<file path="src/design/tcc_pkg.sv">
`default_nettype none
package tcc_pkg;

	localparam int COLS       = 80;
	localparam int ROWS       = 25;
	localparam int CELL_COUNT = ROWS * COLS;
	localparam int COPY_COUNT = (ROWS - 1) * COLS;

	localparam int ADDR_W = 11;
	localparam int ROW_W  = 5;
	localparam int COL_W  = 7;
	localparam int CELL_W = 16;

	localparam logic [7:0] NEWLINE_CODE = 8'd10;
	localparam logic [7:0] BLANK_CODE   = 8'd32;

	localparam logic [3:0] FG_RESET = 4'h7;
	localparam logic [3:0] BG_RESET = 4'h0;

	localparam logic [1:0] OP_PUT = 2'd0;
	localparam logic [1:0] OP_CLR = 2'd1;
	localparam logic [1:0] OP_RD  = 2'd2;

	localparam logic CFG_FG = 1'b0;
	localparam logic CFG_BG = 1'b1;

	typedef enum logic [1:0] {
		CUR_HOLD,
		CUR_PUT,
		CUR_HOME
	} cur_op_t;

	typedef enum logic [1:0] {
		MEM_NONE,
		MEM_PUT,
		MEM_COPY,
		MEM_FILL
	} mem_op_t;

	typedef struct packed {
		logic    load;
		cur_op_t cur_op;
		mem_op_t mem_op;
		logic    rd_idx;
		logic    ptr_clr;
		logic    ptr_inc;
		logic    emit;
		logic    emit_scr;
		logic    emit_rd;
	} tcc_cmd_t;

	typedef struct packed {
		logic [1:0] op;
		logic       is_nl;
		logic       need_scroll;
		logic       copy_last;
		logic       cell_last;
	} tcc_sts_t;

endpackage
`default_nettype wire

</file>
<file path="src/design/tcc_ctrl.sv">
`default_nettype none
module tcc_ctrl import tcc_pkg::*; (
	input  wire logic     clk,
	input  wire logic     arst_n,
	input  wire logic     start,
	output logic          busy,
	input  tcc_sts_t      sts,
	output tcc_cmd_t      cmd
);

	localparam logic [2:0] S_IDLE   = 3'd0;
	localparam logic [2:0] S_EXEC   = 3'd1;
	localparam logic [2:0] S_RDWAIT = 3'd2;
	localparam logic [2:0] S_COPY   = 3'd3;
	localparam logic [2:0] S_DRAIN  = 3'd4;
	localparam logic [2:0] S_FILL   = 3'd5;
	localparam logic [2:0] S_CLEAR  = 3'd6;

	logic [2:0] state_q;
	logic [2:0] state_d;

	assign busy = (state_q != S_IDLE);

	always_comb begin
		cmd     = '0;
		cmd.cur_op = CUR_HOLD;
		cmd.mem_op = MEM_NONE;
		state_d = state_q;
		unique case (state_q)
			S_IDLE: begin
				if (start) begin
					cmd.load = 1'b1;
					state_d  = S_EXEC;
				end
			end
			S_EXEC: begin
				unique case (sts.op)
					OP_PUT: begin
						cmd.cur_op = CUR_PUT;
						cmd.mem_op = sts.is_nl ? MEM_NONE : MEM_PUT;
						if (sts.need_scroll) begin
							cmd.ptr_clr = 1'b1;
							state_d     = S_COPY;
						end else begin
							cmd.emit = 1'b1;
							state_d  = S_IDLE;
						end
					end
					OP_CLR: begin
						cmd.cur_op  = CUR_HOME;
						cmd.ptr_clr = 1'b1;
						state_d     = S_CLEAR;
					end
					OP_RD: begin
						cmd.rd_idx = 1'b1;
						state_d    = S_RDWAIT;
					end
					default: begin
						cmd.emit = 1'b1;
						state_d  = S_IDLE;
					end
				endcase
			end
			S_RDWAIT: begin
				cmd.emit    = 1'b1;
				cmd.emit_rd = 1'b1;
				state_d     = S_IDLE;
			end
			S_COPY: begin
				cmd.mem_op  = MEM_COPY;
				cmd.ptr_inc = 1'b1;
				if (sts.copy_last) begin
					state_d = S_DRAIN;
				end
			end
			S_DRAIN: begin
				state_d = S_FILL;
			end
			S_FILL: begin
				cmd.mem_op  = MEM_FILL;
				cmd.ptr_inc = 1'b1;
				if (sts.cell_last) begin
					cmd.emit     = 1'b1;
					cmd.emit_scr = 1'b1;
					state_d      = S_IDLE;
				end
			end
			S_CLEAR: begin
				cmd.mem_op  = MEM_FILL;
				cmd.ptr_inc = 1'b1;
				if (sts.cell_last) begin
					cmd.emit = 1'b1;
					state_d  = S_IDLE;
				end
			end
			default: begin
				state_d = S_IDLE;
			end
		endcase
	end

	always_ff @(posedge clk or negedge arst_n) begin
		if (!arst_n) begin
			state_q <= S_IDLE;
		end else begin
			state_q <= state_d;
		end
	end

endmodule
`default_nettype wire

</file>
<file path="config.mk">
export PLATFORM = sky130hd
export DESIGN_NAME = tcc_ctrl
export DESIGN_NICKNAME = d
export VERILOG_FILES = /design/src/design/tcc_pkg.sv /design/src/design/tcc_ctrl.sv
export SDC_FILE = /design/constraint.sdc
export NUM_CORES = 1
export LEC_CHECK = 0
export BUFFER_PORTS_ARGS = -buffer_cell sky130_fd_sc_hd__clkbuf_2
export CAP_MARGIN = 10
export CELL_PAD_IN_SITES_DETAIL_PLACEMENT = 0
export CELL_PAD_IN_SITES_GLOBAL_PLACEMENT = 1
export CORE_UTILIZATION = 28
export CTS_CLUSTER_SIZE = 16
export DETAILED_ROUTE_END_ITERATION = 8
export HOLD_SLACK_MARGIN = 0.1
export PLACE_DENSITY_LB_ADDON = 0.05
export SLEW_MARGIN = 20
export SYNTH_ARGS = -nofsm -noshare
export SYNTH_HDL_FRONTEND = slang
export SYNTH_SLANG_ARGS = --single-unit
</file>
<file path="constraint.sdc">
create_clock -name clk -period 1.43 [get_ports clk]
set_input_delay 0.3575 -clock clk [delete_from_list [all_inputs] [get_ports clk]]
set_output_delay 0.3575 -clock clk [all_outputs]
set_load 0.05 [all_outputs]
</file>
## After elaboration in Yosys (flattened, before gate mapping)

Cells that the tools add are included.

| word-level totals | value |
|---|---|
| bits of input ports | 9 |
| logic and storage cells | 44 |
| flip-flop bits (word level) | 3 |
| output and inout bits | 12 |

| operators by class | value |
|---|---|
| multiplexer cells | 25 |
| reduce and logical (&&, ||, !) cells | 7 |
| eq/ne operators | 11 |

Operators by type and width:

| operator | number |
|---|---|
| one-hot mux 3 bit (5 select lines) | 1 |
| 2-to-1 mux 1 bit | 11 |
| == test 3 bit, second input constant | 3 |
| 2-to-1 mux 3 bit | 3 |
| one-hot mux 3 bit (3 select lines) | 1 |
| 2-to-1 mux 2 bit | 4 |
| == test 3 x 2 -> 1 bit, second input constant | 2 |
| one-hot mux 2 bit (3 select lines) | 1 |
| inequality test 2 bit, second input constant | 2 |
| one-hot mux 1 bit (2 select lines) | 2 |
| one-hot mux 1 bit (4 select lines) | 1 |
| one-hot mux 2 bit (2 select lines) | 1 |
| OR reduction 2 bit | 2 |
| == test 3 x 1 -> 1 bit, second input constant | 1 |
| logical NOT 3 bit | 1 |
| AND reduction 3 bit | 1 |
| nonzero test 3 bit | 1 |
| OR reduction 3 bit | 1 |
| == test 2 x 1 -> 1 bit, second input constant | 1 |
| == test 2 bit, second input constant | 1 |
| logical NOT 2 bit | 1 |
| inequality test 2 x 1 -> 1 bit, second input constant | 1 |

## Longest topological paths before layout

Gate-level depths: netlist of the first run.

| depth | value |
|---|---|
| depth in word-level cells | 4 |
| mapped depth | 6 |

## Least setup slack after synthesis of the first run

No wires, ideal clock.

| timing | value |
|---|---|
| path type | register -> output |
| from | register state_q[0] |
| to | output cmd[10] (netlist name) |
| arrival | 1806 ps |
| setup slack | -734 ps |
| required time | 1072 ps |
| stages on the path, launching flop included | 5 |
| path through | dfrtp_1 -> inv_1 -> ha_1 -> nand2b_1 -> nor2_1 |

RTL lines:

| item | RTL line | RTL |
|---|---|---|
| start, declared | tcc_ctrl.sv:19 | `logic [2:0] state_q;` |
| start signal, assigned | tcc_ctrl.sv:106 | `state_q <= state_d;` |
| end, declared | tcc_ctrl.sv:8 | `output tcc_cmd_t cmd` |

==> results.md, run 1 <==
- Setup slack on the critical path of the routed design comes to -358 ps.
- The tree built by TritonCTS fans out to 3 sinks.
- The worst endpoint required time is 1070 ps.
- The wire length per cell after detailed routing is 13.4 µm.
- The cell area after synthesis is 482 µm².
- The buffering stage count on the worst path with inverters included is 2.
- The cell taking the most area after synthesis is sky130_fd_sc_hd__ha_1.
- The checks that failed: DRC, setup timing.
- Each instance of the synthesized netlist takes up on average 7.53 µm².
- Setup repair after global routing could not meet its margin everywhere.
- CTS built an H-tree with a depth of 1.
- Including well taps, the total number of placed cells is 119.
- Counting flops and latches in the post-synthesis netlist gives 3.
- The number of slew-limit violations in the final report was 0.
- Adding up every negative setup slack in the final design gives -3820 ps.
- The routability congestion estimate is 0.751.
- The root buffer cell chosen for the clock tree is sky130_fd_sc_hd__clkbuf_4.
- Using the TritonRoute via totals, the vias-per-cell ratio works out to 4.96.
- The most used flip-flop cell after synthesis is sky130_fd_sc_hd__dfrtp_1.
- From synthesis to final layout, the design area changed by 149%.
- Yosys mapped the design onto 24 distinct sky130hd cell types.
- Clock skew on the completed layout was measured at 9.27 ps.
- The routed design could run at a clock period as short as 1790 ps.
- For this run, the slowest stage of the critical path takes 400 ps.
- The number of nets in the synthesized netlist is 82.
- Across all layers, the routed design uses 645 vias.
- Port buffering added 20 buffers.
- For this run, the top clock speed supported by timing is 559 MHz.
- The async set or reset register ratio after synthesis is 100%.
- In this run the core area contains 14 standard-cell rows.
- The worst slew margin relative to its limit is 80.4%.
- During synthesis, Yosys emitted a total of 0 warnings.
- For this design the ratio of total power to cell area is 2210 nW/µm².
- The net count of the finished layout is 133.
- The minimum hold slack is 480 ps.
- At the placement stage, the worst setup path has a slack of -411 ps.
- TritonCTS built the clock tree.
- The largest registers in the layout are state_q x3.
- The repair_antennas step left the layout with diodes totalling 0.
- The classification of the worst setup path is flip-flop to output port.
- Fill cells in the final layout number 119.
- Detailed placement finished with a half-perimeter wire length of 1.20 mm.
- Across every metal layer, demand over resource in global routing totals 21.4%.
- In the routed design, unresolved DRC markers number 4.
- Among cell families on the critical path, the largest total delay comes from flip-flops.
- In this run the standard cell core region covers 1560 µm².
- The first-pass GRT wire length is 2.90 mm.
- The worst setup path is captured at an output port.
- Counting instances in the post-synthesis netlist gives the leading cell types as sky130_fd_sc_hd__a21oi_1, sky130_fd_sc_hd__ha_1, sky130_fd_sc_hd__inv_1, sky130_fd_sc_hd__nor2_1, sky130_fd_sc_hd__nand2b_1.
- The initial standard-cell utilization of the core is 30.9%.
- The number of nets with antenna violations after routing is 0.
- The transition time at the pin with the least slew margin is 295 ps.
- The final wirelength is 1.74 mm.
- Measured along the y axis, the die boundary spans 43.5 µm.
- The final critical path takes up 125% of the cycle.
- The detailed router's first-iteration violation count is 15.
- The number of buffers created by CTS is 3.
- The flip-flop count of the largest register, all copies and words added is 3.
- Clock latency on the worst-skew pair, taken at its later pin, is 250 ps.
- The worst hold-check path type is primary input to async pin.
- The signal on the critical path passes through inv_2, ha_4, nor2b_4, and2_2, buf_8.
- The area share of the leading cell type in the synthesized netlist is 23.4%.
- The total overflow reported by the global router is 0.
- The share of the yosys chip area belonging to registers is 15.6%.
- The most common cell in the synthesized netlist is sky130_fd_sc_hd__a21oi_1.
- The number of flops mapped to enable cells by yosys is 0.
- Yosys attributes the largest share of cell area to sky130_fd_sc_hd__ha_1, sky130_fd_sc_hd__dfrtp_1, sky130_fd_sc_hd__a21oi_1, sky130_fd_sc_hd__inv_1, sky130_fd_sc_hd__nor2_1.
- The most flop-heavy register is state_q.
- The number of top-level pins is 21.
- The detailed-routing iteration count for the pre-antenna-repair pass is 5.
- The synthesized instance count is 64.
- The number of max-capacitance violations reported is 0.
- The worst-case IR drop observed on VDD is 1.07 mV.
- Setup violations remaining at the end of the flow were counted as 15.
- The worst endpoint data arrival time is 1430 ps.
- Of the cells placed in the final design, the portion with a size suffix greater than 1 is 78.1%.
- The die is 43.5 µm wide.
- For this run, the number of standard cells in the final layout without fillers is 130.
- The analysis attributes to cell leakage a power of 0.000546 µW.
- The worst-path maximum fanout is 6.
- The count of final hold-check violations is 0.
- The maximum number of pins on one net before global-route repair is 12.
- The die covers 1890 µm².
- The flow ran to the end, but the final reports show violations.
- The clock edge transition at the registers on the reported setup and hold paths is 40 ps.
- The number of buffers on the longest clock path is 2.
- The number of antenna violations at the first check in global routing came to 0.
- For this design, the slowest cell found on the critical path is sky130_fd_sc_hd__dfrtp_1.
- The via count of the first global-routing pass came to 657.
- The startpoint kind of the worst setup timing path is a flip-flop.
==> stage by stage <==
step | area, µm² | util (%) | total power [µW]
after floorplan | 647 | - | 1440
after global placement | 906 | 58.1 | 1830
after detailed placement | 906 | 58.1 | 1870
after CTS | 1160 | 74.4 | 2510
after global routing | 1200 | 76.8 | 2770
final | 1200 | 76.8 | 2650
==> routing by layer <==
metal	track usage [%]	part of all wire, %	vias to the layer above	wire length [µm]
met5	0	0	-	0
met4	7.50	1.1	0	19
met3	3.75	2.1	3	37
met2	41.5	59	17	1030
met1	22.8	38	312	654
li1	-	-	313	-
==> worst paths after layout <==
check                                       start                endpoint  slack, ps  cells past startpoint
setup / recovery           state_q[1]$_DFFE_PN0P_                  cmd[9]       -360                      5
hold / removal                             arst_n  state_q[1]$_DFFE_PN0P_        480                      2
max in group asynchronous                  arst_n  state_q[2]$_DFFE_PN0P_        810                      2
setup reg to reg           state_q[0]$_DFFE_PN0P_  state_q[0]$_DFFE_PN0P_       -250                      7
min in group clk                           sts[1]  state_q[1]$_DFFE_PN0P_        610                      5
hold reg to reg            state_q[1]$_DFFE_PN0P_  state_q[1]$_DFFE_PN0P_        820                      4
==> worst register-to-register path: stages (launching register included) <==
cell and delay [ps]:
sky130_fd_sc_hd__dfrtp_2 450, sky130_fd_sc_hd__buf_4 160, sky130_fd_sc_hd__ha_4 160, sky130_fd_sc_hd__buf_4 140, sky130_fd_sc_hd__nand2b_4 70, sky130_fd_sc_hd__a21oi_2 60, sky130_fd_sc_hd__nor2_2 190, sky130_fd_sc_hd__mux2_4 320
==> logic make-up after synthesis <==
group	Yosys count	synth area share, %
adders and majority gates	9	23.4
muxes	2	5.19
AOI/OAI and AO/OA	15	17.7
buffers and inverters	8	7.01
and+or+nand+nor	27	31.2
DFF	3	15.6
==> report_power, final <==
group	internal [µW]	switching [µW]
clock	105	52.7
combinational	1080	1180
sequential	127	97.4
total	1310	1330
==> layout by cell type, fill, tap and decap left out, drive strengths merged <==
master,Yosys,final
and2,3,3
o21ai,1,1
nand3,1,1
nor3,1,1
nand2b,5,5
nor3b,1,1
inv,7,7
and3,1,1
dlygate4sd3,0,1
clkbuf,0,14
mux2i,1,1
nand2,3,3
dfrtp,3,3
a31oi,1,1
ha,9,9
nor2,9,9
a21oi,11,11
buf,1,36
o31ai,1,1
a21o,1,1
or2,1,1
mux2,1,1
nor2b,2,2
==> repair_timing <==
action / in CTS / in global routing
gates cloned: 0 / 0
setup endpoints to repair: 14 / 15
gates resized for setup: 38 / 15
pin swaps: 1 / 6
endpoints found under the hold margin: 3 / 0
hold buffers: 1 / 0
setup buffers: 6 / 0
==> cell type report <==
type | count | area [µm²] | area share [%]
inverter | 7 | 48.8 | 4.08
tap | 16 | 20.0 | 1.67
clock buffer | 4 | 26.3 | 2.19
multi-input combinational | 53 | 584 | 48.8
sequential | 3 | 77.6 | 6.48
timing repair buffer | 47 | 440 | 36.8
No activity file was read; power rests on OpenSTA's default activity.
==> run 2: changes to the inputs <==
CORE_ASPECT_RATIO = 1.25   (was default)
==> results.md, run 2 (synthesized netlist as in run 1, its figures left out) <==
- Run status: complete, but fails checks (unchanged).
- Violations in the final reports: setup timing (was DRC, setup timing).
- The number of nets with antenna violations after routing is 0 (unchanged).
- The internal power component is 1260 µW (was 1310 µW).
- The via count of the first global-routing pass is 617 (was 657).
- The final wirelength is 1.49 mm (was 1.74 mm).
- The endpoint type of the worst setup path is an output port (unchanged).
- The overall die height is 48.4 µm (was 43.5 µm).
- The first-pass GRT wire length was 2.45 mm (was 2.90 mm).
- The TritonCTS clock tree was built (unchanged).
- The worst endpoint data arrival time is 1430 ps (about the same).
- The total clock sinks was 3 (unchanged).
- The power density of the placed cells came to 2180 nW/µm² (was 2210 nW/µm²).
- The largest voltage drop on the vdd net is 1.65 mV (was 1.07 mV).
- The share of the clock period used by the worst path after layout is 125% (about the same).
- The transition time at the pin with the least slew margin is 285 ps (was 295 ps).
- The number of nets at the end of the flow is 133 (unchanged).
- The number of slew-limit violations in the final report is 0 (unchanged).
- The average via count per standard cell is 4.61 (was 4.96).
- The area of the core region was 1580 µm² (was 1560 µm²).
- The area of the die is 1890 µm² (about the same).
- The overall fraction of global-route tracks in use is 17.7% (was 21.4%).
- The number of buffers on the longest clock path is 2 (unchanged).
- The routability congestion estimate was 0.690 (was 0.751).
- Top library cells by usage in the layout, fill and taps aside: sky130_fd_sc_hd__buf_4, sky130_fd_sc_hd__buf_8, sky130_fd_sc_hd__clkbuf_2 (unchanged).
- The worst-path maximum fanout is 3 (was 6).
- The total via count in the routed design was 608 (was 645).
- The port buffer count is 20 (unchanged).
- The worst hold-check path type is primary input to async pin (unchanged).
- The count of final hold-check violations came to 0 (unchanged).
- The cell count after placement is 119 (unchanged).
- The total design power is 2540 µW (was 2650 µW).
- The HPWL reported at the end of detailed placement was 1.01 mm (was 1.20 mm).
- The worst path setup slack after routing is -357 ps (was -358 ps).
- The number of antenna violations at the first check in global routing is 0 (unchanged).
- The switching portion of total power is 50.2% (was 50.4%).
- The net switching component of the power came to 1270 µW (was 1330 µW).
- The most flop-heavy register is state_q (unchanged).
- The share of final-layout standard cells stronger than drive strength 1 is 78.1% (unchanged).
- The wire length per cell after detailed routing is 11.3 µm (was 13.4 µm).
- The clock edge transition at the registers on the reported setup and hold paths was 40 ps (about the same).
- The total number of placement rows is 16 (was 14).
- The flip-flop count of the largest register, all copies and words added was 3 (unchanged).
- The startpoint kind of the worst setup timing path is a flip-flop (unchanged).
- Setup repair after global routing missed its margin: yes (unchanged).
- The master cell of the clock root buffer is sky130_fd_sc_hd__clkbuf_4 (unchanged).
- The detailed router's first-iteration violation count is 10 (was 15).
- The share of total power in the clock network was 5.9% (was 6.0%).
- The maximum number of pins on one net before global-route repair was 13 (was 12).
- The detailed-routing iteration count for the pre-antenna-repair pass came to 4 (was 5).
- The final core area utilization is 73.4% (was 76.8%).
- The sequential fraction of design power was 8.8% (was 8.5%).
- The width of the die is 39.1 µm (was 43.5 µm).
- The peak per-stage delay on the critical path was 390 ps (was 400 ps).
- The total DRC errors in the routed layout is 0 (was 4).
- The number of inserted diodes is 0 (unchanged).
- The number of H-tree levels is 1 (unchanged).
- The area overhead of the layout relative to synthesis is 141% (was 149%).
- The timing-limited maximum frequency is 560 MHz (was 559 MHz).
- The time the worst path needs with I/O delays and setup was 1790 ps (about the same).
- The total overflow reported by the global router is 0 (unchanged).
- The minimum hold slack is 450 ps (was 480 ps).
- The number of failing setup endpoints in the final timing report is 15 (unchanged).
- The leakage component of the power is 0.000535 µW (was 0.000546 µW).
- The source-to-sink clock delay at the later pin of the worst-skew pair came to 230 ps (was 250 ps).
- The worst endpoint required time is 1070 ps (about the same).
- Largest regs: state_q x3 (unchanged).
- The classification of the worst setup path is flip-flop to output port (unchanged).
- The worst slew margin relative to its limit is 81.0% (was 80.4%).
- The number of top-level pins is 21 (unchanged).
- The number of buffers created by CTS was 3 (unchanged).
- The initial standard-cell utilization of the core is 30.5% (was 30.9%).
- The most common library cell in the layout ignoring fill and taps is sky130_fd_sc_hd__buf_4 (unchanged).
- Sequence of cells on the critical path: inv_2, buf_4, ha_4, nand2_2, a21oi_4, buf_8 (was inv_2, ha_4, nor2b_4, and2_2, buf_8).
- The fraction of power consumed by combinational cells is 85.3% (was 85.5%).
- The number of non-filler instances in the completed layout was 132 (was 130).
- The highest-delay cell along the critical path is sky130_fd_sc_hd__dfrtp_1 (unchanged).
- The number of max-capacitance violations reported was 0 (unchanged).
- The setup skew after layout is 2.41 ps (was 9.27 ps).
[run 2: routing by layer]
metal	global-route usage, %	wire, µm
met1	20.5	609
met2	32.2	816
met3	1.38	45
met4	5.75	14
met5	0	0
[run 2: repair_timing]
item	in CTS	in global routing
hold endpoints to repair	3	0
setup buffers	6	3
setup endpoints to repair	14	15
hold buffers	1	0
pin swaps	2	2
gates resized for setup	33	16
[run 2: worst max-delay path: cells and delay by family (launching register included)]
family                   cells  cell delay, ps
AO/OA/AOI/OAI                1             120
adder cells (fa/ha/maj)      1             260
buffers and inverters        3             370
flip-flops                   1             390
AND/OR/NAND/NOR              1              50
[run 2: path summary, 6_finish.rpt]
kind | startpoint | end | slack (ps) | cells after the start
worst max-delay path | state_q[1]$_DFFE_PN0P_ | cmd[2] | -360 | 6
max in group asynchronous | arst_n | state_q[0]$_DFFE_PN0P_ | 860 | 2
min in group clk | sts[1] | state_q[1]$_DFFE_PN0P_ | 560 | 4
worst max register to register | state_q[1]$_DFFE_PN0P_ | state_q[0]$_DFFE_PN0P_ | -250 | 8
worst min-delay path | arst_n | state_q[1]$_DFFE_PN0P_ | 450 | 2
worst min register to register | state_q[0]$_DFFE_PN0P_ | state_q[0]$_DFFE_PN0P_ | 730 | 2
[run 2: area by class of cell]
| class | instances | area, µm² |
|---|---|---|
| multi-input combinational | 53 | 559 |
| timing repair buffer | 47 | 429 |
| tap | 18 | 22.5 |
| clock buffer | 4 | 26.3 |
| sequential | 3 | 77.6 |
| inverter | 7 | 46.3 |
| fill | 116 | 420 |
[run 2: power groups by stage]
| stage | Clock [µW] | Sequential [µW] | Combinational, µW |
|---|---|---|---|
| after floorplan | 0 | 198 | 1240 |
| after global placement | 0 | 230 | 1590 |
| after detailed placement | 0 | 228 | 1590 |
| after CTS | 154 | 221 | 1990 |
| after global routing | 163 | 238 | 2280 |
| final | 150 | 224 | 2160 |
[run 2: through the flow]
step,worst slack [ps],setup TNS (ps),area (µm²)
3_5_place_dp,-392,-2440,893
6_report,-357,-3830,1160
4_1_cts,-368,-3800,1110
5_1_grt,-421,-4810,1160
2_1_floorplan,-101,-548,647
3_3_place_gp,-399,-2420,893
==> run 3: changes to the inputs <==
CTS_BUF_LIST = sky130_fd_sc_hd__clkbuf_16   (was default)
==> results.md, run 3 (synthesized netlist as in run 1, its figures left out) <==
- The worst-case register-to-register setup slack is -230 ps (was -250 ps).
- The share of the clock period used by the worst path after layout was 123% (was 125%).
- The overall fraction of global-route tracks in use is 19.4% (was 17.7%).
- The total overflow reported by the global router is 0 (unchanged).
- The area overhead of the layout relative to synthesis is 164% (was 141%).
- The number of buffers on the longest clock path was 2 (unchanged).
- The endpoint type of the worst setup path is an output port (unchanged).
- The flip-flop count of the largest register, all copies and words added is 3 (unchanged).
- The detailed router's first-iteration violation count is 3 (was 10).
- The power density of the placed cells came to 2310 nW/µm² (was 2180 nW/µm²).
- The final wirelength is 1.60 mm (was 1.49 mm).
- The number of non-filler instances in the completed layout is 133 (was 132).
- The total clock sinks is 3 (unchanged).
- The number of nets with antenna violations after routing is 0 (unchanged).
- The number of slew-limit violations in the final report came to 0 (unchanged).
- The classification of the worst setup path is flip-flop to output port (unchanged).
- The time the worst path needs with I/O delays and setup is 1750 ps (was 1790 ps).
- The number of filler instances in the final layout is 97 (was 116).
- The footprint of the multi-input gates is 592 µm² (was 559 µm²).
- The worst slew margin relative to its limit is 80.2% (was 81.0%).
- The number of nets at the end of the flow is 134 (was 133).
- The detailed-routing iteration count for the pre-antenna-repair pass is 4 (unchanged).
- The width of the die is 39.1 µm (unchanged).
- The via count of the first global-routing pass is 641 (was 617).
- The total number of placement rows is 16 (unchanged).
- The transition time at the pin with the least slew margin is 296 ps (was 285 ps).
- The final core area utilization is 80.3% (was 73.4%).
- The wire length per cell after detailed routing is 12.0 µm (was 11.3 µm).
- The number of buffers created by CTS is 3 (unchanged).
- The number of H-tree levels was 1 (unchanged).
- Top library cells by usage in the layout, fill and taps aside: sky130_fd_sc_hd__buf_4, sky130_fd_sc_hd__buf_8, sky130_fd_sc_hd__clkbuf_2, sky130_fd_sc_hd__buf_6, sky130_fd_sc_hd__ha_4 (was sky130_fd_sc_hd__buf_4, sky130_fd_sc_hd__buf_8, sky130_fd_sc_hd__clkbuf_2).
- The count of final hold-check violations is 0 (unchanged).
- The initial standard-cell utilization of the core is 30.5% (unchanged).
- The worst path setup slack after routing is -322 ps (was -357 ps).
- The timing-limited maximum frequency was 571 MHz (was 560 MHz).
- The number of inserted diodes was 0 (unchanged).
- The share of final-layout standard cells stronger than drive strength 1 is 81.7% (was 78.1%).
- The largest voltage drop on the vdd net is 2.04 mV (was 1.65 mV).
- The HPWL reported at the end of detailed placement came to 1.01 mm (unchanged).
- The depth of the worst register-to-register path came to 7 (was 8).
- The source-to-sink clock delay at the later pin of the worst-skew pair is 220 ps (was 230 ps).
- The number of failing setup endpoints in the final timing report is 15 (unchanged).
- The sum of met3 wire segment lengths after detailed routing was 51 µm (was 45 µm).
- The setup skew after layout is 1.57 ps (was 2.41 ps).
- Run status: complete, but fails checks (unchanged).
- The maximum number of pins on one net before global-route repair is 13 (unchanged).
- Violations in the final reports: setup timing (unchanged).
- The most common library cell in the layout ignoring fill and taps is sky130_fd_sc_hd__buf_4 (unchanged).
- The area of the die is 1890 µm² (unchanged).
- The area of the core region was 1580 µm² (unchanged).
- The worst hold-check path type is primary input to async pin (unchanged).
- The average via count per standard cell is 4.60 (was 4.61).
- The wire length the detailed router placed on met1 came to 604 µm (was 609 µm).
- Largest regs: state_q x3 (unchanged).
- The launch point of the worst path is state_q[0]$_DFFE_PN0P_ (was state_q[1]$_DFFE_PN0P_).
- The startpoint kind of the worst setup timing path was a flip-flop (unchanged).
- The clock edge transition at the registers on the reported setup and hold paths is 30 ps (was 40 ps).
- The setup TNS came to -3520 ps (was -3830 ps).
- The number of antenna violations at the first check in global routing is 0 (unchanged).
- The number of max-capacitance violations reported was 0 (unchanged).
- The total DRC errors in the routed layout is 0 (unchanged).
- The most flop-heavy register is state_q (unchanged).
- The TritonCTS clock tree was built (unchanged).
- The startpoint of the lowest-slack register-to-register path is state_q[1]$_DFFE_PN0P_ (unchanged).
- Setup repair after global routing missed its margin: yes (unchanged).
- The worst-path maximum fanout is 6 (was 3).
- The uppermost layer routed was met4 (unchanged).
- The area used by sequential logic in the layout came to 78.8 µm² (was 77.6 µm²).
- The cell count after placement is 119 (unchanged).
- The amount of wire on met2 after detailed routing is 899 µm (was 816 µm).
- The leakage component of the power is 0.000581 µW (was 0.000535 µW).
- The routability congestion estimate is 0.690 (unchanged).
- The port buffer count was 20 (unchanged).
- The master cell of the clock root buffer is sky130_fd_sc_hd__clkbuf_16 (was sky130_fd_sc_hd__clkbuf_4).
- The number of top-level pins is 21 (unchanged).
- The first-pass GRT wire length is 2.59 mm (was 2.45 mm).
- The total design power was 2940 µW (was 2540 µW).
- The worst endpoint required time was 1070 ps (about the same).
- The overall die height is 48.4 µm (unchanged).
- The worst endpoint data arrival time is 1390 ps (was 1430 ps).
- The endpoint of the lowest-slack register-to-register path is state_q[0]$_DFFE_PN0P_ (unchanged).
- The total via count in the routed design is 612 (was 608).
[run 3: cell count changes in the layout (fill, tap and decap cells not counted), sizes merged]
cell	before	now
buf	35	40
inv	7	8
clkbuf	15	10
[run 3: where the power goes]
part           internal [µW]  switching (µW)
logic                   1090            1180
clock network            361            78.9
registers                130             103
total                   1580            1360
[run 3: what timing repair did]
action                                  in CTS  in global routing
pin swaps                                    1                  7
endpoints found under the setup margin      14                 15
hold buffers                                 1                  0
gates resized for setup                     36                 28
hold endpoints to repair                     3                  0
gates cloned                                 0                  0
setup buffers                                6                  3
[run 3: per-layer routing]
metal | vias to the layer above | GRT usage, %
met5 | - | 0
li1 | 317 | -
met1 | 270 | 19.9
met3 | 4 | 1.83
met4 | 0 | 9.77
met2 | 21 | 35.8
[run 3: critical path, stage by stage (launching register included)]
cell and delay [ps]:
sky130_fd_sc_hd__dfrtp_2 450, sky130_fd_sc_hd__ha_4 210, sky130_fd_sc_hd__buf_4 140, sky130_fd_sc_hd__a21oi_2 150, sky130_fd_sc_hd__nor2_4 40, sky130_fd_sc_hd__clkbuf_8 180
[run 3: layout make-up]
cell class              instances  area share [%]
clock buffers                   3            5.91
clock inverters                 1           0.296
inverters                       7            3.84
multi-input cells              53            46.6
flip-flops and latches          3            6.21
well taps                      18            1.77
repair buffers                 48            35.4
[run 3: how the worst max path moves through the flow]
| stage | end | slack (ps) | cells past startpoint |
|---|---|---|---|
| finish | cmd[6] | -320 | 5 |
| global route | cmd[4] | -380 | 5 |
| CTS | cmd[4] | -350 | 5 |
| detailed placement | cmd[2] | -390 | 7 |
| global placement | cmd[2] | -400 | 7 |
| floorplan | cmd[4] | -100 | 4 |
[run 3: through the flow]
| step | hold WS, ps | area (µm²) | setup WS (ps) |
|---|---|---|---|
| finish | 509 | 1270 | -322 |
| global route | 521 | 1270 | -379 |
| CTS | 487 | 1180 | -349 |
| detailed placement | 155 | 893 | -392 |
| global placement | 152 | 893 | -399 |
| floorplan | 61.9 | 647 | -101 |
